[config.mk]
export PLATFORM = sky130hd
export DESIGN_NAME = i2c_eeprom_access_sequencer_unit_flat
export DESIGN_NICKNAME = d
export VERILOG_FILES = /design/src/rtl/core/ieas_pkg.sv /design/src/rtl/core/ieas_channels.sv /design/src/rtl/core/i2c_eeprom_access_sequencer_unit.sv /design/src/flat_wrapper.sv
export SDC_FILE = /design/constraint.sdc
export NUM_CORES = 1
export LEC_CHECK = 0
export BUFFER_PORTS_ARGS = -buffer_cell sky130_fd_sc_hd__clkbuf_2
export CAP_MARGIN = 20
export CORE_ASPECT_RATIO = 1.4
export CORE_MARGIN = 2
export CORE_UTILIZATION = 66
export DETAILED_ROUTE_END_ITERATION = 8
export PLACE_DENSITY = 0.86
export SLEW_MARGIN = 15
export SYNTH_ARGS = -nofsm -noshare
export SYNTH_HDL_FRONTEND = slang
export SYNTH_SLANG_ARGS = --single-unit
[constraint.sdc]
create_clock -name clk -period 9.4 [get_ports clk]
set_input_delay 1.41 -clock clk [delete_from_list [all_inputs] [get_ports clk]]
set_output_delay 1.41 -clock clk [all_outputs]
set_load 0.01 [all_outputs]
[src/rtl/core/ieas_pkg.sv]
`default_nettype none

package ieas_pkg;

	localparam logic [7:0] DEV_SEL_RESET      = 8'hA0;
	localparam logic [7:0] RETRY_LIMIT_RESET  = 8'd200;
	localparam logic       WIDE_ADDR_RESET    = 1'b1;
	localparam int         PAGE_BYTES_DEFAULT = 8;

	localparam int CFG_IDX_W = 2;
	localparam logic [CFG_IDX_W-1:0] CFG_DEVICE_SELECT = 2'd0;
	localparam logic [CFG_IDX_W-1:0] CFG_RETRY_LIMIT   = 2'd1;
	localparam logic [CFG_IDX_W-1:0] CFG_WIDE_ADDRESS  = 2'd2;

	localparam logic [1:0] OP_READ    = 2'd0;
	localparam logic [1:0] OP_WRITE   = 2'd1;
	localparam logic [1:0] OP_STATUS  = 2'd2;
	localparam logic [1:0] OP_WR_BYTE = 2'd3;

	localparam logic [3:0] ST_START     = 4'd0;
	localparam logic [3:0] ST_REP_START = 4'd1;
	localparam logic [3:0] ST_SLAW_ACK  = 4'd2;
	localparam logic [3:0] ST_SLAW_NACK = 4'd3;
	localparam logic [3:0] ST_TX_ACK    = 4'd4;
	localparam logic [3:0] ST_TX_NACK   = 4'd5;
	localparam logic [3:0] ST_ARB_LOST  = 4'd6;
	localparam logic [3:0] ST_SLAR_ACK  = 4'd7;
	localparam logic [3:0] ST_SLAR_NACK = 4'd8;
	localparam logic [3:0] ST_RX_ACK    = 4'd9;
	localparam logic [3:0] ST_RX_NACK   = 4'd10;

	localparam logic [2:0] ACT_NONE   = 3'd0;
	localparam logic [2:0] ACT_START  = 3'd1;
	localparam logic [2:0] ACT_SEND   = 3'd2;
	localparam logic [2:0] ACT_RXACK  = 3'd3;
	localparam logic [2:0] ACT_RXNACK = 3'd4;
	localparam logic [2:0] ACT_STOP   = 3'd5;

	typedef enum logic [9:0] {
		PH_IDLE   = 10'b00_0000_0001,
		PH_START  = 10'b00_0000_0010,
		PH_SLAW   = 10'b00_0000_0100,
		PH_AHI    = 10'b00_0000_1000,
		PH_ALO    = 10'b00_0001_0000,
		PH_RSTART = 10'b00_0010_0000,
		PH_SLAR   = 10'b00_0100_0000,
		PH_RX     = 10'b00_1000_0000,
		PH_WAITWB = 10'b01_0000_0000,
		PH_TX     = 10'b10_0000_0000
	} phase_t;

	typedef struct packed {
		logic [2:0]  bus_action;
		logic [7:0]  tx_byte;
		logic        read_valid;
		logic [7:0]  read_byte;
		logic        need_write_byte;
		logic        done_res;
		logic        failed;
		logic [15:0] bytes_done;
		logic        last;
	} res_t;

	function automatic res_t mk_res(
		input logic [2:0]  act,
		input logic [7:0]  tx,
		input logic        rv,
		input logic [7:0]  rb,
		input logic        need,
		input logic        dn,
		input logic        fl,
		input logic [15:0] done
	);
		res_t r;
		r.bus_action      = act;
		r.tx_byte         = tx;
		r.read_valid      = rv;
		r.read_byte       = rb;
		r.need_write_byte = need;
		r.done_res        = dn;
		r.failed          = fl;
		r.bytes_done      = done;
		r.last            = 1'b0;
		return r;
	endfunction

endpackage

`default_nettype wire

[src/rtl/core/ieas_channels.sv]
`default_nettype none

interface ieas_in_if;
	logic        valid;
	logic        ready;
	logic [1:0]  operation;
	logic [15:0] mem_address;
	logic [15:0] byte_count;
	logic [3:0]  bus_status;
	logic [7:0]  received_byte;
	logic [7:0]  write_byte;

	modport source (output valid, operation, mem_address, byte_count, bus_status,
		received_byte, write_byte, input ready);
	modport sink (input valid, operation, mem_address, byte_count, bus_status,
		received_byte, write_byte, output ready);
endinterface

interface ieas_out_if;
	logic        valid;
	logic        ready;
	logic [2:0]  bus_action;
	logic [7:0]  tx_byte;
	logic        read_valid;
	logic [7:0]  read_byte;
	logic        need_write_byte;
	logic        done_res;
	logic        failed;
	logic [15:0] bytes_done;
	logic        last;

	modport source (output valid, bus_action, tx_byte, read_valid, read_byte,
		need_write_byte, done_res, failed, bytes_done, last, input ready);
	modport sink (input valid, bus_action, tx_byte, read_valid, read_byte,
		need_write_byte, done_res, failed, bytes_done, last, output ready);
endinterface

interface ieas_cfg_if;
	logic       valid;
	logic       ready;
	logic [1:0] index;
	logic [7:0] data;

	modport source (output valid, index, data, input ready);
	modport sink (input valid, index, data, output ready);
endinterface

`default_nettype wire

[src/rtl/core/i2c_eeprom_access_sequencer_unit.sv]
// master-side sequencer for an i2c serial eeprom
// item channel: read/write commands, bus status events and write bytes, one
// transfer per cycle while ready is high; result channel: bus actions,
// received bytes, write byte requests and completion, up to two results per
// item, the final one marked by last; cfg channel: device select, retry limit
// and address width, always ready; the user must see that it is written while
// no command is in flight, which the block itself does not enforce
// an item is registered on acceptance and decoded from the input register;
// its results go into the result buffer, a second one after the first
// throughput: one item per cycle while results drain; the input stage holds
// the reciprocal multiply that splits the start address into page offset
// results queue in a four-entry buffer; an item is decoded only when two
// entries are free, so a stalled receiver drops item.ready once the buffer
// holds three or four results, the next item waiting in the input register
// reset: control and configuration registers return to their defaults, the
// sequencer goes idle and the result buffer empties
`default_nettype none

module i2c_eeprom_access_sequencer_unit #(
	parameter int PAGE_BYTES = ieas_pkg::PAGE_BYTES_DEFAULT
) (
	input  wire logic  clk,
	input  wire logic  arst_n,
	ieas_in_if.sink    item,
	ieas_out_if.source result,
	ieas_cfg_if.sink   cfg
);
	import ieas_pkg::*;

	localparam int OFF_W     = (PAGE_BYTES > 1) ? $clog2(PAGE_BYTES) : 1;
	localparam int PAGE_W    = $clog2(PAGE_BYTES + 1);
	localparam int RCP_SHIFT = 24;
	localparam int RCP       = ((1 << RCP_SHIFT) + PAGE_BYTES - 1) / PAGE_BYTES;
	localparam int FIFO_DEPTH = 4;
	localparam int PTR_W     = $clog2(FIFO_DEPTH);
	localparam int CNT_W     = $clog2(FIFO_DEPTH + 1);

	// configuration
	logic [7:0] dev_sel_q;
	logic [7:0] retry_lim_q;
	logic       wide_q;

	// input stage
	logic        valid_s1;
	logic [1:0]  op_s1;
	logic [15:0] addr_s1;
	logic [15:0] cnt_s1;
	logic [3:0]  st_s1;
	logic [7:0]  rb_s1;
	logic [7:0]  wb_s1;
	logic [15:0] quot_s1;
	logic [40:0] rcp_prod;

	// sequencer state
	phase_t            phase_q, phase_d;
	logic              is_write_q, is_write_d;
	logic [15:0]       cur_q, cur_d;
	logic [15:0]       rem_q, rem_d;
	logic [PAGE_W-1:0] page_q, page_d;
	logic [OFF_W-1:0]  off_q, off_d;
	logic [15:0]       total_q, total_d;
	logic [7:0]        retry_q, retry_d;

	// result buffer
	res_t             fifo_q [FIFO_DEPTH];
	logic [PTR_W-1:0] wr_ptr_q, rd_ptr_q;
	logic [CNT_W-1:0] count_q;

	logic        fire;
	logic        pop;
	logic [1:0]  n_res;
	res_t        res0, res1, head;
	logic [7:0]  sel;
	logic [24:0] qprod;
	logic [24:0] mod_raw;
	logic [24:0] mod_fix;
	logic [PAGE_W-1:0] room_cmd;
	logic [PAGE_W-1:0] room_pg;
	logic [PAGE_W-1:0] page_dec;
	logic [OFF_W-1:0]  off_inc;
	logic [15:0]       rem_dec;

	assign rcp_prod = 41'(item.mem_address) * 41'(RCP);
	assign fire     = valid_s1 && (count_q <= CNT_W'(FIFO_DEPTH - 2));
	assign pop      = result.valid && result.ready;

	assign item.ready = !valid_s1 || fire;
	assign cfg.ready  = 1'b1;

	always_ff @(posedge clk or negedge arst_n) begin
		if (!arst_n) begin
			valid_s1 <= 1'b0;
		end else if (item.ready) begin
			valid_s1 <= item.valid;
		end
	end

	always_ff @(posedge clk) begin
		if (item.valid && item.ready) begin
			op_s1   <= item.operation;
			addr_s1 <= item.mem_address;
			cnt_s1  <= item.byte_count;
			st_s1   <= item.bus_status;
			rb_s1   <= item.received_byte;
			wb_s1   <= item.write_byte;
			quot_s1 <= rcp_prod[RCP_SHIFT +: 16];
		end
	end

	always_ff @(posedge clk or negedge arst_n) begin
		if (!arst_n) begin
			dev_sel_q   <= DEV_SEL_RESET;
			retry_lim_q <= RETRY_LIMIT_RESET;
			wide_q      <= WIDE_ADDR_RESET;
		end else if (cfg.valid) begin
			case (cfg.index)
				CFG_DEVICE_SELECT: dev_sel_q   <= cfg.data;
				CFG_RETRY_LIMIT:   retry_lim_q <= cfg.data;
				CFG_WIDE_ADDRESS:  wide_q      <= cfg.data[0];
				default: ;
			endcase
		end
	end

	// start address split into page offset
	assign qprod   = 25'(quot_s1) * 25'(PAGE_BYTES);
	assign mod_raw = 25'(addr_s1) - qprod;
	assign mod_fix = (mod_raw >= 25'(PAGE_BYTES)) ? mod_raw - 25'(PAGE_BYTES) : mod_raw;
	assign room_cmd = PAGE_W'(PAGE_BYTES) - PAGE_W'(mod_fix);

	assign rem_dec  = rem_q - 16'd1;
	assign page_dec = page_q - 1'b1;
	assign off_inc  = ((cur_q == 16'hFFFF) || (off_q == OFF_W'(PAGE_BYTES - 1))) ?
		'0 : off_q + 1'b1;
	assign room_pg  = PAGE_W'(PAGE_BYTES) - PAGE_W'(off_inc);

	assign sel = dev_sel_q | (wide_q ? 8'h00 : {4'h0, cur_q[10:8], 1'b0});

	always_comb begin
		phase_d    = phase_q;
		is_write_d = is_write_q;
		cur_d      = cur_q;
		rem_d      = rem_q;
		page_d     = page_q;
		off_d      = off_q;
		total_d    = total_q;
		retry_d    = retry_q;
		res0       = '0;
		res1       = '0;
		n_res      = 2'd0;

		case (op_s1)
			OP_READ, OP_WRITE: begin
				if (phase_q == PH_IDLE) begin
					is_write_d = op_s1[0];
					cur_d      = addr_s1;
					rem_d      = cnt_s1;
					total_d    = '0;
					page_d     = '0;
					off_d      = OFF_W'(mod_fix);
					retry_d    = '0;
					n_res      = 2'd1;
					if (op_s1 == OP_WRITE) begin
						page_d = (cnt_s1 < 16'(room_cmd)) ? PAGE_W'(cnt_s1) : room_cmd;
					end
					if (retry_lim_q == 8'd0) begin
						phase_d = PH_IDLE;
						res0 = mk_res(ACT_NONE, 8'h00, 1'b0, 8'h00, 1'b0, 1'b1, 1'b1, 16'h0000);
					end else begin
						retry_d = 8'd1;
						phase_d = PH_START;
						res0 = mk_res(ACT_START, 8'h00, 1'b0, 8'h00, 1'b0, 1'b0, 1'b0, 16'h0000);
					end
				end
			end
			OP_STATUS: begin
				case (phase_q)
					PH_START: begin
						n_res = 2'd1;
						if (st_s1 == ST_START || st_s1 == ST_REP_START) begin
							phase_d = PH_SLAW;
							res0 = mk_res(ACT_SEND, sel, 1'b0, 8'h00, 1'b0, 1'b0, 1'b0, total_q);
						end else if (st_s1 == ST_ARB_LOST) begin
							res0 = mk_res(ACT_START, 8'h00, 1'b0, 8'h00, 1'b0, 1'b0, 1'b0, total_q);
						end else begin
							phase_d = PH_IDLE;
							res0 = mk_res(ACT_NONE, 8'h00, 1'b0, 8'h00, 1'b0, 1'b1, 1'b1, total_q);
						end
					end
					PH_SLAW: begin
						n_res = 2'd1;
						if (st_s1 == ST_SLAW_ACK) begin
							if (wide_q) begin
								phase_d = PH_AHI;
								res0 = mk_res(ACT_SEND, cur_q[15:8], 1'b0, 8'h00, 1'b0, 1'b0,
									1'b0, total_q);
							end else begin
								phase_d = PH_ALO;
								res0 = mk_res(ACT_SEND, cur_q[7:0], 1'b0, 8'h00, 1'b0, 1'b0,
									1'b0, total_q);
							end
						end else if (st_s1 == ST_SLAW_NACK) begin
							// device busy with its internal write
							if (retry_q >= retry_lim_q) begin
								phase_d = PH_IDLE;
								res0 = mk_res(ACT_NONE, 8'h00, 1'b0, 8'h00, 1'b0, 1'b1, 1'b1,
									total_q);
							end else begin
								retry_d = retry_q + 8'd1;
								phase_d = PH_START;
								res0 = mk_res(ACT_START, 8'h00, 1'b0, 8'h00, 1'b0, 1'b0, 1'b0,
									total_q);
							end
						end else if (st_s1 == ST_ARB_LOST) begin
							phase_d = PH_START;
							res0 = mk_res(ACT_START, 8'h00, 1'b0, 8'h00, 1'b0, 1'b0, 1'b0, total_q);
						end else begin
							phase_d = PH_IDLE;
							res0 = mk_res(ACT_STOP, 8'h00, 1'b0, 8'h00, 1'b0, 1'b1, 1'b1, total_q);
						end
					end
					PH_AHI, PH_ALO: begin
						n_res = 2'd1;
						if (st_s1 == ST_TX_ACK) begin
							if (phase_q == PH_AHI) begin
								phase_d = PH_ALO;
								res0 = mk_res(ACT_SEND, cur_q[7:0], 1'b0, 8'h00, 1'b0, 1'b0,
									1'b0, total_q);
							end else if (!is_write_q) begin
								phase_d = PH_RSTART;
								res0 = mk_res(ACT_START, 8'h00, 1'b0, 8'h00, 1'b0, 1'b0, 1'b0,
									total_q);
							end else if (page_q == '0) begin
								phase_d = PH_IDLE;
								res0 = mk_res(ACT_STOP, 8'h00, 1'b0, 8'h00, 1'b0, 1'b1, 1'b0,
									total_q);
							end else begin
								phase_d = PH_WAITWB;
								res0 = mk_res(ACT_NONE, 8'h00, 1'b0, 8'h00, 1'b1, 1'b0, 1'b0,
									total_q);
							end
						end else if (st_s1 == ST_TX_NACK) begin
							phase_d = PH_IDLE;
							res0 = mk_res(ACT_STOP, 8'h00, 1'b0, 8'h00, 1'b0, 1'b1,
								is_write_q && (rem_q != 16'd0), total_q);
						end else if (st_s1 == ST_ARB_LOST) begin
							phase_d = PH_START;
							res0 = mk_res(ACT_START, 8'h00, 1'b0, 8'h00, 1'b0, 1'b0, 1'b0, total_q);
						end else begin
							phase_d = PH_IDLE;
							res0 = mk_res(ACT_STOP, 8'h00, 1'b0, 8'h00, 1'b0, 1'b1, 1'b1, total_q);
						end
					end
					PH_RSTART: begin
						n_res = 2'd1;
						if (st_s1 == ST_START || st_s1 == ST_REP_START) begin
							phase_d = PH_SLAR;
							res0 = mk_res(ACT_SEND, sel | 8'h01, 1'b0, 8'h00, 1'b0, 1'b0, 1'b0,
								total_q);
						end else if (st_s1 == ST_ARB_LOST) begin
							phase_d = PH_START;
							res0 = mk_res(ACT_START, 8'h00, 1'b0, 8'h00, 1'b0, 1'b0, 1'b0, total_q);
						end else begin
							phase_d = PH_IDLE;
							res0 = mk_res(ACT_STOP, 8'h00, 1'b0, 8'h00, 1'b0, 1'b1, 1'b1, total_q);
						end
					end
					PH_SLAR: begin
						n_res = 2'd1;
						if (st_s1 == ST_SLAR_ACK) begin
							if (rem_q == 16'd0) begin
								phase_d = PH_IDLE;
								res0 = mk_res(ACT_STOP, 8'h00, 1'b0, 8'h00, 1'b0, 1'b1, 1'b0,
									total_q);
							end else begin
								phase_d = PH_RX;
								res0 = mk_res((rem_q > 16'd1) ? ACT_RXACK : ACT_RXNACK, 8'h00,
									1'b0, 8'h00, 1'b0, 1'b0, 1'b0, total_q);
							end
						end else if (st_s1 == ST_SLAR_NACK) begin
							phase_d = PH_IDLE;
							res0 = mk_res(ACT_STOP, 8'h00, 1'b0, 8'h00, 1'b0, 1'b1,
								is_write_q && (rem_q != 16'd0), total_q);
						end else if (st_s1 == ST_ARB_LOST) begin
							phase_d = PH_START;
							res0 = mk_res(ACT_START, 8'h00, 1'b0, 8'h00, 1'b0, 1'b0, 1'b0, total_q);
						end else begin
							phase_d = PH_IDLE;
							res0 = mk_res(ACT_STOP, 8'h00, 1'b0, 8'h00, 1'b0, 1'b1, 1'b1, total_q);
						end
					end
					PH_RX: begin
						n_res = 2'd1;
						if (st_s1 == ST_RX_ACK || st_s1 == ST_RX_NACK) begin
							total_d = total_q + 16'd1;
							rem_d   = rem_dec;
							if (st_s1 == ST_RX_NACK || rem_dec == 16'd0) begin
								phase_d = PH_IDLE;
								res0 = mk_res(ACT_STOP, 8'h00, 1'b1, rb_s1, 1'b0, 1'b1, 1'b0,
									total_d);
							end else begin
								res0 = mk_res((rem_dec > 16'd1) ? ACT_RXACK : ACT_RXNACK, 8'h00,
									1'b1, rb_s1, 1'b0, 1'b0, 1'b0, total_d);
							end
						end else begin
							phase_d = PH_IDLE;
							res0 = mk_res(ACT_STOP, 8'h00, 1'b0, 8'h00, 1'b0, 1'b1, 1'b1, total_q);
						end
					end
					PH_TX: begin
						n_res = 2'd1;
						if (st_s1 == ST_TX_ACK) begin
							total_d = total_q + 16'd1;
							rem_d   = rem_dec;
							cur_d   = cur_q + 16'd1;
							page_d  = page_dec;
							off_d   = off_inc;
							if (page_dec != '0) begin
								phase_d = PH_WAITWB;
								res0 = mk_res(ACT_NONE, 8'h00, 1'b0, 8'h00, 1'b1, 1'b0, 1'b0,
									total_d);
							end else if (rem_dec == 16'd0) begin
								phase_d = PH_IDLE;
								res0 = mk_res(ACT_STOP, 8'h00, 1'b0, 8'h00, 1'b0, 1'b1, 1'b0,
									total_d);
							end else begin
								// page boundary: stop, then next page (fails at retry limit 0)
								n_res   = 2'd2;
								res0 = mk_res(ACT_STOP, 8'h00, 1'b0, 8'h00, 1'b0, 1'b0, 1'b0,
									total_d);
								page_d  = (rem_dec < 16'(room_pg)) ? PAGE_W'(rem_dec) : room_pg;
								retry_d = '0;
								if (retry_lim_q == 8'd0) begin
									phase_d = PH_IDLE;
									res1 = mk_res(ACT_NONE, 8'h00, 1'b0, 8'h00, 1'b0, 1'b1, 1'b1,
										total_d);
								end else begin
									retry_d = 8'd1;
									phase_d = PH_START;
									res1 = mk_res(ACT_START, 8'h00, 1'b0, 8'h00, 1'b0, 1'b0,
										1'b0, total_d);
								end
							end
						end else begin
							phase_d = PH_IDLE;
							res0 = mk_res(ACT_STOP, 8'h00, 1'b0, 8'h00, 1'b0, 1'b1, 1'b1, total_q);
						end
					end
					default: ;
				endcase
			end
			OP_WR_BYTE: begin
				if (phase_q == PH_WAITWB) begin
					n_res   = 2'd1;
					phase_d = PH_TX;
					res0 = mk_res(ACT_SEND, wb_s1, 1'b0, 8'h00, 1'b0, 1'b0, 1'b0, total_q);
				end
			end
			default: ;
		endcase

		res0.last = (n_res == 2'd1);
		res1.last = 1'b1;
	end

	always_ff @(posedge clk or negedge arst_n) begin
		if (!arst_n) begin
			phase_q    <= PH_IDLE;
			is_write_q <= 1'b0;
			cur_q      <= '0;
			rem_q      <= '0;
			page_q     <= '0;
			off_q      <= '0;
			total_q    <= '0;
			retry_q    <= '0;
		end else if (fire) begin
			phase_q    <= phase_d;
			is_write_q <= is_write_d;
			cur_q      <= cur_d;
			rem_q      <= rem_d;
			page_q     <= page_d;
			off_q      <= off_d;
			total_q    <= total_d;
			retry_q    <= retry_d;
		end
	end

	always_ff @(posedge clk) begin
		if (fire && n_res != 2'd0) begin
			fifo_q[wr_ptr_q] <= res0;
			if (n_res == 2'd2) begin
				fifo_q[wr_ptr_q + 1'b1] <= res1;
			end
		end
	end

	always_ff @(posedge clk or negedge arst_n) begin
		if (!arst_n) begin
			wr_ptr_q <= '0;
			rd_ptr_q <= '0;
			count_q  <= '0;
		end else begin
			if (fire) begin
				wr_ptr_q <= wr_ptr_q + PTR_W'(n_res);
			end
			if (pop) begin
				rd_ptr_q <= rd_ptr_q + 1'b1;
			end
			count_q <= count_q + (fire ? CNT_W'(n_res) : '0) - CNT_W'(pop);
		end
	end

	assign head = fifo_q[rd_ptr_q];

	assign result.valid           = (count_q != '0);
	assign result.bus_action      = head.bus_action;
	assign result.tx_byte         = head.tx_byte;
	assign result.read_valid      = head.read_valid;
	assign result.read_byte       = head.read_byte;
	assign result.need_write_byte = head.need_write_byte;
	assign result.done_res        = head.done_res;
	assign result.failed          = head.failed;
	assign result.bytes_done      = head.bytes_done;
	assign result.last            = head.last;

endmodule

`default_nettype wire

[src/flat_wrapper.sv]
// flat-port wrapper written by rule: the top's interface ports become plain ports
module i2c_eeprom_access_sequencer_unit_flat import ieas_pkg::*;
#(
	parameter int PAGE_BYTES = ieas_pkg::PAGE_BYTES_DEFAULT
)
  (clk, arst_n, item_valid, item_operation, item_mem_address, item_byte_count, item_bus_status, item_received_byte, item_write_byte, item_ready, result_valid, result_bus_action, result_tx_byte, result_read_valid, result_read_byte, result_need_write_byte, result_done_res, result_failed, result_bytes_done, result_last, result_ready, cfg_valid, cfg_index, cfg_data, cfg_ready);
  ieas_in_if item_i ();
  ieas_out_if result_i ();
  ieas_cfg_if cfg_i ();
  input  wire logic clk;
  input  wire logic arst_n;
  input wire logic [$bits(item_i.valid)-1:0] item_valid;
  input wire logic [$bits(item_i.operation)-1:0] item_operation;
  input wire logic [$bits(item_i.mem_address)-1:0] item_mem_address;
  input wire logic [$bits(item_i.byte_count)-1:0] item_byte_count;
  input wire logic [$bits(item_i.bus_status)-1:0] item_bus_status;
  input wire logic [$bits(item_i.received_byte)-1:0] item_received_byte;
  input wire logic [$bits(item_i.write_byte)-1:0] item_write_byte;
  output wire logic [$bits(item_i.ready)-1:0] item_ready;
  output wire logic [$bits(result_i.valid)-1:0] result_valid;
  output wire logic [$bits(result_i.bus_action)-1:0] result_bus_action;
  output wire logic [$bits(result_i.tx_byte)-1:0] result_tx_byte;
  output wire logic [$bits(result_i.read_valid)-1:0] result_read_valid;
  output wire logic [$bits(result_i.read_byte)-1:0] result_read_byte;
  output wire logic [$bits(result_i.need_write_byte)-1:0] result_need_write_byte;
  output wire logic [$bits(result_i.done_res)-1:0] result_done_res;
  output wire logic [$bits(result_i.failed)-1:0] result_failed;
  output wire logic [$bits(result_i.bytes_done)-1:0] result_bytes_done;
  output wire logic [$bits(result_i.last)-1:0] result_last;
  input wire logic [$bits(result_i.ready)-1:0] result_ready;
  input wire logic [$bits(cfg_i.valid)-1:0] cfg_valid;
  input wire logic [$bits(cfg_i.index)-1:0] cfg_index;
  input wire logic [$bits(cfg_i.data)-1:0] cfg_data;
  output wire logic [$bits(cfg_i.ready)-1:0] cfg_ready;
  assign item_i.valid = item_valid;
  assign item_i.operation = item_operation;
  assign item_i.mem_address = item_mem_address;
  assign item_i.byte_count = item_byte_count;
  assign item_i.bus_status = item_bus_status;
  assign item_i.received_byte = item_received_byte;
  assign item_i.write_byte = item_write_byte;
  assign item_ready = item_i.ready;
  assign result_valid = result_i.valid;
  assign result_bus_action = result_i.bus_action;
  assign result_tx_byte = result_i.tx_byte;
  assign result_read_valid = result_i.read_valid;
  assign result_read_byte = result_i.read_byte;
  assign result_need_write_byte = result_i.need_write_byte;
  assign result_done_res = result_i.done_res;
  assign result_failed = result_i.failed;
  assign result_bytes_done = result_i.bytes_done;
  assign result_last = result_i.last;
  assign result_i.ready = result_ready;
  assign cfg_i.valid = cfg_valid;
  assign cfg_i.index = cfg_index;
  assign cfg_i.data = cfg_data;
  assign cfg_ready = cfg_i.ready;
  i2c_eeprom_access_sequencer_unit #(.PAGE_BYTES(PAGE_BYTES)) u_core (.clk(clk), .arst_n(arst_n), .item(item_i), .result(result_i), .cfg(cfg_i));
endmodule
==> results of run 1 <==
## layer usage
layer  track usage, %  routed length, µm
met5                0                  0
met4             18.0               2190
met3             5.17               3500
met2             59.6              23000
met1             41.1              15900
## kinds of logic after synthesis
group / count (synthesis)
multiplexers: 71
flip-flops: 313
XOR/XNOR: 20
adder cells (fa/ha/maj): 31
buffers and inverters: 163
AO/OA/AOI/OAI: 469
other: 1
AND/OR/NAND/NOR: 546
## area by class of cell
cell class / count / area, µm² / area share [%]
multi-input cells: 1138 / 7500 / 42.2
well taps: 310 / 388 / 2.18
clock inverters: 11 / 115 / 0.647
clock buffers: 43 / 818 / 4.60
repair buffers: 129 / 693 / 3.90
inverters: 54 / 203 / 1.14
flip-flops and latches: 313 / 8070 / 45.4
## critical path: stages, from the launching register on
cell and delay [ps]:
dfrtp_1 470, inv_1 170, ha_1 370, nor4b_1 410, nand3_1 160, xnor2_1 320
a2111o_1 390, o211a_1 440, nand3_2 530, and2_1 440, inv_1 600
## power groups by stage
stage                     registers (W)  clock network [W]  logic, W
after floorplan                 0.00181                  0   0.00116
after global placement          0.00195                  0   0.00142
after detailed placement        0.00196                  0   0.00146
after CTS                       0.00194            0.00117   0.00148
after global routing            0.00198            0.00122   0.00164
final                           0.00195            0.00116   0.00150
## through the flow
step | utilization [%] | power (W) | hold slack, ps | instances | cell area (µm²)
3_3_place_gp | 70.0 | 0.00336 | 446 | 1943 | 16900
3_5_place_dp | 70.0 | 0.00343 | 446 | 1943 | 16900
5_1_grt | 74.0 | 0.00484 | 481 | 1998 | 17800
4_1_cts | 73.9 | 0.00459 | 466 | 1997 | 17800
6_report | 74.0 | 0.00461 | 468 | 1998 | 17800
2_1_floorplan | - | 0.00298 | 420 | 1614 | 16200
## placed cells by master, fill, tap and decap left out, types with 20 or more instances in the layout
master / n
o21ai_0: 163
a21oi_1: 88
clkbuf_16: 29
nand2_1: 136
edfxtp_1: 130
nand2b_1: 20
nor4_1: 20
inv_1: 53
clkbuf_2: 110
nor2_1: 102
and3_1: 21
nor3_1: 33
dfrtp_1: 90
o22ai_1: 60
nand4_1: 24
mux2_2: 26
mux4_2: 40
ha_1: 30
nand3_1: 95
dfxtp_1: 84
## registers in the layout, indices dropped and copies added, names as in the netlist
signal,count
u_core.addr_s1,16
u_core.cnt_s1,16
u_core.count_q,3
u_core.cur_q,16
u_core.dev_sel_q,8
u_core.fifo_q,160
u_core.is_write_q,1
u_core.off_q,3
u_core.op_s1,2
u_core.page_q,4
u_core.phase_q,10
u_core.rb_s1,8
u_core.rd_ptr_q,2
u_core.rem_q,16
u_core.retry_lim_q,8
u_core.retry_q,8
u_core.st_s1,4
u_core.total_q,16
u_core.valid_s1,1
u_core.wb_s1,8
u_core.wide_q,1
u_core.wr_ptr_q,2
## how the worst max path moves through the flow
stage | slack [ps] | depth (start not counted) | end | from
2_1_floorplan | 5890 | 14 | u_core.fifo_q[2][0] | u_core.rem_q[0]
3_3_place_gp | 4930 | 10 | u_core.fifo_q[0][12] | u_core.rem_q[0]
3_5_place_dp | 4860 | 10 | u_core.fifo_q[0][12] | u_core.rem_q[0]
4_1_cts | 4820 | 10 | u_core.fifo_q[0][9] | u_core.rem_q[0]
5_1_grt | 4400 | 10 | u_core.fifo_q[0][14] | u_core.rem_q[0]
6_report | 4700 | 10 | u_core.fifo_q[0][9] | u_core.rem_q[0]
==> metrics.md, run 1 <==
| Metric | Value |
|---|---|
| P_leak | 6.62 nW |
| R2r endpoint | u_core.fifo_q[0][9] |
| Clock buffer depth | 3 |
| Comb power frac | 32.5% |
| Crit path max fanout | 23 |
| Net Count, Synth | 1714 |
| Post-synth EDFFs | 130 |
| Flop2flop setup slack | 4700 ps |
| Fin. Hold Viols | 0 |
| Maximum vdd drop | 225 µV |
| Yosys Warn Count | 0 |
| #FFs+latches synth | 313 |
| Number of cells on the worst hold path | 1 |
| # setup viols final | 0 |
| Via count | 13906 |
| Switch share | 36.7% |
| Post-route ant nets | 0 |
| Crit Path Category | flop to flop |
| Critical Path RT | 9580 ps |
| Largest family of logic cells by synthesized area | compound AO/OA/AOI/OAI gates |
| Number of global-route vias before repair | 13562 |
| Power density over cell area | 259 nW/µm² |
| DRC | 0 |
| Largest net degree at the start of global routing | 73 |
| DRC marker count from the first detailed-route iteration | 1662 |
| Tightest Pin Transition | 989 ps |
| DIE HEIGHT | 189 µm |
| Clock power share | 25.2% |
| Synthesized area | 16200 µm² |
| Top_reg_cell synth | edfxtp_1 |
| Share of cells above drive strength 1 | 16.2% |
| Skew-Pair Late Insertion Delay | 570 ps |
| Worst min-delay path endpoint | u_core.fifo_q[2][38] |
| Dominant cells by area after synthesis | edfxtp_1 (24%), dfrtp_1 (14%), dfxtp_1 (10%) |
| Adder-cell share of the synthesized area | 2.44% |
| Outcome | complete, no violations |
| PortBufs | 110 |
| Post-DP HPWL | 30300 µm |
| Layout Skew | 24.8 ps |
| Sw power | 0.00169 W |
| Die W | 136 µm |
| Drt total wl | 44500 µm |
| Avg Vias per Cell | 6.96 |
| Initial core utilization | 67.3% |
| Max-cap violations | 0 |
| R2r startpoint | u_core.rem_q[0] |
| Mux share of post-synthesis cell area | 7.69% |
| Root Buffer | clkbuf_16 |
| FFs w/ async S/R, synth | 31.6% |
| Seq pwr share | 42.4% |
| Most numerous cell in the Yosys netlist | o21ai_0 |
| HP Start | u_core.fifo_q[2][38] |
| Final Net Count | 1765 |
| Commonest cells in the netlist | o21ai_0 (163), nand2_1 (136), edfxtp_1 (130), nor2_1 (102), nand3_1 (95) |
| Die area | 25800 µm² |
| First-pass GRT wire length | 70000 µm |
| Max-slew headroom | 33.5% |
| Cts bufs inserted | 29 |
| GPL Wtd Cong | 1.04 |
| GRT Residual Overflow | 0 |
| Cell variety after synth | 81 |
| Post-CTS setup buffer count | 0 |
| Max Freq | 213 MHz |
| Post-synthesis instance total | 1614 |
| Io pins | 112 |
| DRT Pass-1 Iters | 6 |
| Clock slew at reported path FFs | 60 ps |
| HP Class | flop to flop |
| Initial antenna violation count | 0 |
| Xor/xnor share of the synthesized area | 1.08% |
| Fillers | 1660 |
| Pre-CTS setup slack | 4860 ps |
| Fin. max-slew vios | 0 |
| CTS sink count | 313 |
| Total negative slack | 0 ps |
| Area fraction of the dominant cell type after synthesis | 24.1% |
| RSZ-0062 raised after global routing | no |
| WP data arrival | 4880 ps |
| Number of diodes | 0 |
| Simple logic cell fraction of the synthesized area | 17.0% |
| Seq/Total Area, Yosys | 49.9% |
| Hold buffer count at CTS | 0 |
| Final period util | 50.0% |
| Crit end category | flop |
| # H-tree levels | 1 |
| Core Area | 24100 µm² |
| Worst Setup Start Kind | flop |
| P_int | 0.00292 W |
| Post-route minimum period | 4700 ps |
| P&R area growth vs syn | 9.96% |
| CTS tree | yes |
| Worst Reg2Reg Path Length in Cells | 10 |
| Synth Area in Compound Gates | 18.0% |
| CTS-repair resized insts | 0 |
| DR WL/cell | 22.3 µm |
| Final setup margin | 4700 ps |
| Total track usage | 34.4% |
| Syn_area_per_cell | 10.0 µm² |
| Area leader, netlist | edfxtp_1 |
| # rows | 67 |
Power figures use the tool's default switching activity.
==> run 2: changes to the inputs <==
--- a/config.mk
+++ b/config.mk
@@ -9,9 +9,9 @@
 export CAP_MARGIN = 20
 export CORE_ASPECT_RATIO = 1.4
 export CORE_MARGIN = 2
-export CORE_UTILIZATION = 66
+export CORE_UTILIZATION = 61
 export DETAILED_ROUTE_END_ITERATION = 8
-export PLACE_DENSITY = 0.86
+export PLACE_DENSITY = 0.8
 export SLEW_MARGIN = 15
 export SYNTH_ARGS = -nofsm -noshare
 export SYNTH_HDL_FRONTEND = slang
==> constraint.sdc (replaced) <==
create_clock -name clk -period 4.4 [get_ports clk]
set_input_delay 0.66 -clock clk [delete_from_list [all_inputs] [get_ports clk]]
set_output_delay 0.66 -clock clk [all_outputs]
set_load 0.01 [all_outputs]
==> run 2 against run 1 <==
Effect of this change:
- utilization is 5.0 points lower
- wire length shrank 3.4%
- worst setup slack lost 4400 ps
- sequential share of layout area decreased by 0.53 points
- final area increased by 1.2%
- first-iteration DRC count shrank 24%
- via count fell by 4.0%
- clock-buffer cell count rose by 7
- critical path type unchanged
- critical endpoint is now u_core.fifo_q[2][7]
==> metrics.md, run 2 (synthesized netlist as in run 1, its figures left out) <==
| Metric | Value |
|---|---|
| Most common cell after layout, fill and taps aside | o21ai_0 |
| Post-DP HPWL | 30500 µm |
| P&R area growth vs syn | 11.3% |
| Flop2flop setup slack | 340 ps |
| Share of cells above drive strength 1 | 17.2% |
| Worst Reg2Reg Path Length in Cells | 11 |
| R2r endpoint | u_core.fifo_q[2][7] |
| Initial core utilization | 62.0% |
| Crit path max fanout | 20 |
| Largest net degree at the start of global routing | 73 |
| Avg Vias per Cell | 6.55 |
| # H-tree levels | 1 |
| R2r startpoint | u_core.rem_q[0] |
| Pwr Total | 0.00994 W |
| Number of global-route vias before repair | 12846 |
| DRC | 0 |
| DRT Pass-1 Iters | 8 |
| Skew-Pair Late Insertion Delay | 580 ps |
| Outcome | complete, no violations |
| P_leak | 6.75 nW |
| Cts bufs inserted | 31 |
| Max-slew headroom | 34.5% |
| Final Net Count | 1788 |
| Critical Path RT | 4590 ps |
| PortBufs | 110 |
| First-pass GRT wire length | 68600 µm |
| Maximum vdd drop | 425 µV |
| Max Freq | 246 MHz |
| Root Buffer | clkbuf_16 |
| DR WL/cell | 21.1 µm |
| Core Area | 26100 µm² |
| Layout Skew | 19.1 ps |
| Die W | 142 µm |
| Initial antenna violation count | 2 |
| Max FFs per register | 160 |
| Placed cell area | 17000 µm² |
| Post-route minimum period | 4060 ps |
| Io pins | 112 |
| Post-route ant nets | 0 |
| Fin. max-slew vios | 0 |
| Crit end category | flop |
| WP data arrival | 4260 ps |
| Fin. Hold Viols | 0 |
| Clock slew at reported path FFs | 70 ps |
| Via count | 13352 |
| Power density over cell area | 552 nW/µm² |
| Final period util | 92.4% |
| Largest Register | u_core.fifo_q |
| GPL Wtd Cong | 1.02 |
| Die area | 27900 µm² |
| # setup viols final | 0 |
| Number of diodes | 0 |
| RSZ-0062 raised after global routing | yes |
| Tightest Pin Transition | 982 ps |
| DRC marker count from the first detailed-route iteration | 1257 |
| Worst Setup Start Kind | flop |
| # rows | 70 |
| Max-cap violations | 0 |
| DIE HEIGHT | 197 µm |
| Design Area, Final | 18000 µm² |
| GRT Residual Overflow | 0 |
| HP Class | input port to async pin |
| CTS sink count | 313 |
| Post-CTS setup buffer count | 0 |
| Total track usage | 31.0% |
| CTS tree | yes |
| Most frequent cells in the layout | o21ai_0 (163), nand2_1 (136), edfxtp_1 (130), clkbuf_2 (109), nor2_1 (102) |
| Crit Path Category | flop to flop |
| Drt total wl | 43000 µm |
| Clock buffer depth | 3 |
## run 2: cell count changes in the layout (fill, tap and decap cells not counted), sizes merged
cell	delta
clkbuf	+6
clkinv	+1
bufinv	-2
buf	+22
clkinvlp	-2
## run 2: worst max-delay path by stage
stage                          endpoint  cells after the start             from  slack [ps]
floorplan           u_core.fifo_q[2][0]                     14  u_core.rem_q[0]         890
global placement    u_core.fifo_q[0][8]                      9  u_core.rem_q[3]         460
detailed placement  u_core.fifo_q[0][4]                      9  u_core.rem_q[3]         360
CTS                 u_core.fifo_q[0][4]                      9  u_core.rem_q[3]         340
global route        u_core.fifo_q[2][0]                     12  u_core.rem_q[0]          -9
finish              u_core.fifo_q[2][7]                     11  u_core.rem_q[0]         340
## run 2: what timing repair did
action	CTS	global route
hold buffers	0	0
setup endpoints to repair	0	4
gates resized for setup	0	1
## run 2: area by class of cell
| type | count | area [µm²] |
|---|---|---|
| Clock buffer | 50 | 918 |
| Clock inverter | 8 | 47.5 |
| Fill cell | 2003 | 8090 |
| Inverter | 54 | 203 |
| Multi-Input combinational cell | 1138 | 7510 |
| Sequential cell | 313 | 8070 |
| Tap cell | 324 | 405 |
| Timing Repair Buffer | 150 | 851 |
## run 2: stage by stage
step	hold slack, ps	setup TNS, ps	worst slack (ps)	util [%]	cells
floorplan	364	0	893	-	1614
global placement	439	0	459	65.2	1978
detailed placement	453	0	361	65.2	1978
CTS	225	0	339	68.9	2036
global route	247	-8.91	-8.91	69.0	2037
finish	193	0	336	69.0	2037
## run 2: worst max-delay path, cell delays in order (launching register included)
cell and delay, ps:
dfrtp_1 480, inv_1 170, ha_1 380, nor4b_1 410, nand3_1 150, xnor2_1 230, a2111o_1 200, o211a_1 400
inv_1 160, nor2_1 250, nor2_2 110, inv_1 700
## run 2: per-layer routing
metal / routed length, µm / vias up / global-route usage (%)
met4: 1540 / 4 / 11.9
met3: 2970 / 112 / 3.77
li1: - / 6240 / -
met5: 34 / - / 0
met1: 16400 / 6384 / 39.3
met2: 22100 / 612 / 54.3
## run 2: power by group
group | leakage, nW | internal, W | switching, W
registers | 3.15 | 0.00355 | 0.000625
clock network | 0.471 | 0.00142 | 0.00111
logic | 3.12 | 0.00134 | 0.00189
